[config.mk]
export PLATFORM = sky130hd
export DESIGN_NAME = mdws_chain
export DESIGN_NICKNAME = d
export VERILOG_FILES = /design/src/mdws_pkg.sv /design/src/mdws_cell.sv /design/src/mdws_chain.sv
export SDC_FILE = /design/constraint.sdc
export NUM_CORES = 2
export LEC_CHECK = 0
export BUFFER_PORTS_ARGS = -buffer_cell sky130_fd_sc_hd__buf_2
export CAP_MARGIN = 20
export CORE_MARGIN = 2
export CORE_UTILIZATION = 33
export DETAILED_ROUTE_END_ITERATION = 6
export MAX_ROUTING_LAYER = met4
export SETUP_SLACK_MARGIN = 0.15
export SLEW_MARGIN = 10
export SYNTH_ARGS = -nofsm -noshare
export SYNTH_HDL_FRONTEND = slang
export SYNTH_HIERARCHICAL = 1
export SYNTH_SLANG_ARGS = --single-unit
[constraint.sdc]
create_clock -name clock -period 6.3 [get_ports clock]
set_input_delay 1.575 -clock clock [delete_from_list [all_inputs] [get_ports clock]]
set_output_delay 1.575 -clock clock [all_outputs]
set_load 0.1 [all_outputs]
[src/mdws_pkg.sv]
// Package for the max distinct window sum block: sizes, widths and the
// control bundle that the controller sends along the cell chain.
// No dependencies.
package mdws_pkg;

   localparam int MAX_WINDOW = 64;
   localparam int CELL_IDX_W = (MAX_WINDOW > 1) ? $clog2(MAX_WINDOW) : 1;
   localparam int CNT_W      = $clog2(MAX_WINDOW + 1);
   localparam int VALUE_W    = 32;
   localparam int SUM_W      = 38;
   localparam int BEST_W     = 37;
   localparam int LEN_W      = 7;
   localparam logic [LEN_W-1:0] LEN_RESET = LEN_W'(3);

   typedef logic signed [VALUE_W-1:0] value_type;

   typedef struct packed {
      logic             shift;      // a new value enters the chain
      logic             step;       // one scan step of the duplicate search
      logic [CNT_W-1:0] probe_age;  // age of the value now on the probe line
      logic [CNT_W-1:0] held;       // number of values in the current window
   } chain_ctrl_type;

endpackage

[src/mdws_cell.sv]
// One cell of the window chain: holds one stored value and one scan copy,
// and compares its stored value against the broadcast probe.
// Depends on mdws_pkg.
module mdws_cell (
   input  logic                         clock,
   input  logic [mdws_pkg::CELL_IDX_W-1:0] cell_idx,
   input  mdws_pkg::chain_ctrl_type     ctrl,
   input  mdws_pkg::value_type          left_value,
   input  mdws_pkg::value_type          right_scan,
   input  mdws_pkg::value_type          probe,
   output mdws_pkg::value_type          value_out,
   output mdws_pkg::value_type          scan_out,
   output logic                         hit
);
   import mdws_pkg::*;

   value_type        stored_ff, stored_in;
   value_type        scan_ff, scan_in;
   logic [CNT_W-1:0] idx_ext;

   assign idx_ext = CNT_W'(cell_idx);

   always_comb begin
      stored_in = stored_ff;
      scan_in   = scan_ff;
      if (ctrl.shift) begin
         stored_in = left_value;
         // The scan copy loads what the stored value becomes on this edge.
         scan_in   = left_value;
      end else if (ctrl.step) begin
         scan_in = right_scan;
      end
   end

   always_ff @(posedge clock) begin
      stored_ff <= stored_in;
      scan_ff   <= scan_in;
   end

   // Only cells older than the probe and inside the window take part, so
   // every equal pair is seen once, from its younger member.
   assign hit = ctrl.step && (idx_ext > ctrl.probe_age) && (idx_ext < ctrl.held)
                && (stored_ff == probe);

   assign value_out = stored_ff;
   assign scan_out  = scan_ff;

endmodule

[src/mdws_chain.sv]
// Row of window cells: values shift in at cell 0 on each transfer, and the
// scan copies shift toward cell 0 to put each window value on the probe
// line in turn. Depends on mdws_pkg and mdws_cell.
module mdws_chain (
   input  logic                     clock,
   input  mdws_pkg::chain_ctrl_type ctrl,
   input  mdws_pkg::value_type      new_value,
   output mdws_pkg::value_type      probe,
   output logic                     hit_any
);
   import mdws_pkg::*;

   value_type             values [MAX_WINDOW];
   value_type             scans  [MAX_WINDOW];
   logic [MAX_WINDOW-1:0] hits;

   for (genvar i = 0; i < MAX_WINDOW; i++) begin : g_cell
      value_type left_v;
      value_type right_s;

      if (i == 0) begin : g_first
         assign left_v = new_value;
      end else begin : g_inner
         assign left_v = values[i-1];
      end

      if (i == MAX_WINDOW - 1) begin : g_last
         assign right_s = '0;
      end else begin : g_mid
         assign right_s = scans[i+1];
      end

      mdws_cell u_cell (
         .clock      (clock),
         .cell_idx   (CELL_IDX_W'(i)),
         .ctrl       (ctrl),
         .left_value (left_v),
         .right_scan (right_s),
         .probe      (probe),
         .value_out  (values[i]),
         .scan_out   (scans[i]),
         .hit        (hits[i])
      );
   end

   assign probe   = scans[0];
   assign hit_any = |hits;

endmodule

==> out/results.ini <==
[critical_path]
critPathRequiredTime_ns = 4.72
r2r-start = g_cell[18].u_cell/value_out[0]$_DFFE_PP_
crit_family = simple AND/OR/NAND/NOR gates
arrival_ns = 4.96
cpPeakStageDelay_ns = 0.61
crit_chain = buf_12 > buf_16 > buf_12 > buf_4 > inv_1 > ha_4 > nor2b_1 > o21ai_1 > a21oi_1 > o2111a_1 > nor4_2 > buf_4 > nand4_1 > buf_4 > or4_4 > buf_12
path_buf_inv = 8
startpoint = ctrl[8]
cp_slowest_cell = or4_4
path_class = input pin to primary output
crit_path_max_fanout = 6
r2r_slack_ns = 4.87
worst_setup_path_end_kind = primary output
start_kind = input pin

[placement]
place_hpwl_mm = 363
place_ws_ns = -0.867
routabilityCongestion = 0.874
placed_cells = 20400
numPortBuffers = 81

[clock_network]
cts_max_path_buffers = 4
clock_sinks = 4096
clkLatencyLatePin_ns = 1.01
clkTransAtPathRegs_ns = 0.06
htreeDepth = 5
cts_buffers = 405
cts_tree = built
root_buffer = clkbuf_16

[die]
die_y_um = 763
dieArea_sq_mm = 0.583
core_sq_mm = 0.574
row_count = 278
io_pins = 82
die_w_um = 763
initial_core_util = 0.332

[finish]
instances_no_fill = 21200
drive_above_1_share = 0.234
area_growth_pct = 16.0
final_common_cell = edfxtp_1
final_cell_mix = edfxtp_1, xnor2_1, mux2_2
utilization = 0.385
nets = 14100
nFillCells = 53200

[yosys]
synth_cells = 11900
ys_warn_count = 6
synthDistinctLibCells = 36
avgSynthCellArea_sq_um = 16.1
async_flop_share = 0
synth_area_sq_mm = 0.190
synthFlopType = edfxtp_1
synth-seq-cells = 4096
yosysSeqAreaShare = 0.646
synth_edf_count = 4096

[route]
wl_per_cell_um = 24.7
num_vias = 103000
drt-initial-drc-count = 9137
totalWireLength_mm = 524
ant_nets = 0
viasPerCell = 4.87
drt_pre_antenna_iters = 6
drt_drc_violations_left = 0

[timing]
post-route-period-util = 1.04
setup_viol = 1
drv_slew = 0
rsz0062_at_grt = yes
worst_slew_pin_slew_ns = 1.13
max_freq_mhz = 153
finClkSkew_ns = 0.0474
min_period_ns = 6.54
timing.final.ws_setup_ns = -0.236
hold_viol_final = 0
slew_headroom = 0.244

[power]
cellLeakagePower_uw = 0.0785
peakVddDrop_mv = 0.263
power_density_mw_per_mm2 = 300

[job]
maxCapViolCount = 0

[worst_hold_path]
min_path_type = flip-flop to flip-flop
min_from = g_cell[0].u_cell/value_out[12]$_DFFE_PP_

[grt]
grt_usage = 0.179
grt_overflow = 0
grt_pass1_vias = 103000
antenna_found_initial = 24
grt_first_pass_wirelength_mm = 748
grt_max_degree = 194

[outcome]
violations = setup timing
status = finished, violations left

-- synth_stat cells (128+ instances only) --
cell / count / area share
ha_1: 704 / 0.046
a21oi_1: 164 / 0.0043
mux2_2: 1740 / 0.10
nand3_1: 128 / 0.0034
inv_1: 796 / 0.016
edfxtp_1: 4096 / 0.65
nor4_1: 143 / 0.0047
xnor2_1: 1840 / 0.085
xor2_1: 172 / 0.0079
nand4_1: 452 / 0.015
mux2_1: 308 / 0.018
buf_2: 192 / 0.0050
-- flip-flops by register name, summed over array words and instances (netlist names) --
name                     flops
g_cell.u_cell/value_out   2048
g_cell.u_cell/scan_out    2048
-- layout make-up --
class / instances / area (sq um) / area share
repair buffers: 545 / 5840 / 0.0265
clock buffers: 483 / 10400 / 0.0473
multi-input cells: 7469 / 66600 / 0.302
clock inverters: 260 / 2350 / 0.0107
flip-flops and latches: 4096 / 123000 / 0.557
diodes: 14 / 35.0 / 0.000159
well taps: 7560 / 9460 / 0.0429
inverters: 796 / 2990 / 0.0136
-- cells by family after synthesis --
logic type      after synthesis  share of synthesized area
fa+ha+maj                   704                     0.0463
mux                        2048                      0.121
buf+inv                    1052                     0.0220
compound gates              540                     0.0207
other cells                   2                  0.0000395
flops                      4096                      0.646
simple gates               1365                     0.0478
xor+xnor                   2048                     0.0957
-- per-layer routing --
layer | vias up | wire [um] | GRT usage
li1 | 46900 | - | -
met1 | 53200 | 228000 | 0.234
met2 | 2611 | 253000 | 0.294
met3 | 739 | 24900 | 0.0203
met4 | 0 | 18400 | 0.0562
met5 | - | 0 | -
-- metrics by stage --
step	hold WS (ns)	setup TNS, ns	total power (uW)	instance area [sq um]
finish	0.460	-0.236	66200	221000
global route	0.470	-0.343	68500	221000
CTS	0.454	-0.218	66700	220000
detailed placement	0.479	-0.867	42600	207000
global placement	0.473	-1.53	42600	207000
floorplan	0.465	-0.493	39300	193000
-- what timing repair did --
item / 4_1_cts / 5_1_grt
resized for setup: 72 / 57
gates cloned: 4 / 0
pin swaps: 32 / 56
endpoints found under the setup margin: 1 / 1
setup buffers: 30 / 6
hold buffers: 0 / 0
-- power breakdown --
| part | switching (uW) | internal [uW] | leakage (uW) |
|---|---|---|---|
| Sequential | 1350 | 32700 | 0.0409 |
| Combinational | 4640 | 3450 | 0.0313 |
| Clock | 10900 | 13100 | 0.00624 |
-- path summary, 6_finish.rpt --
path,end,cells past startpoint
setup / recovery,hit_any,16
hold / removal,g_cell[1].u_cell/value_out[12]$_DFFE_PP_,0
setup reg to reg,g_cell[19].u_cell/scan_out[0]$_DFFE_PP_,1
hold reg to reg,g_cell[1].u_cell/value_out[12]$_DFFE_PP_,0
Power figures use the tool's default switching activity.
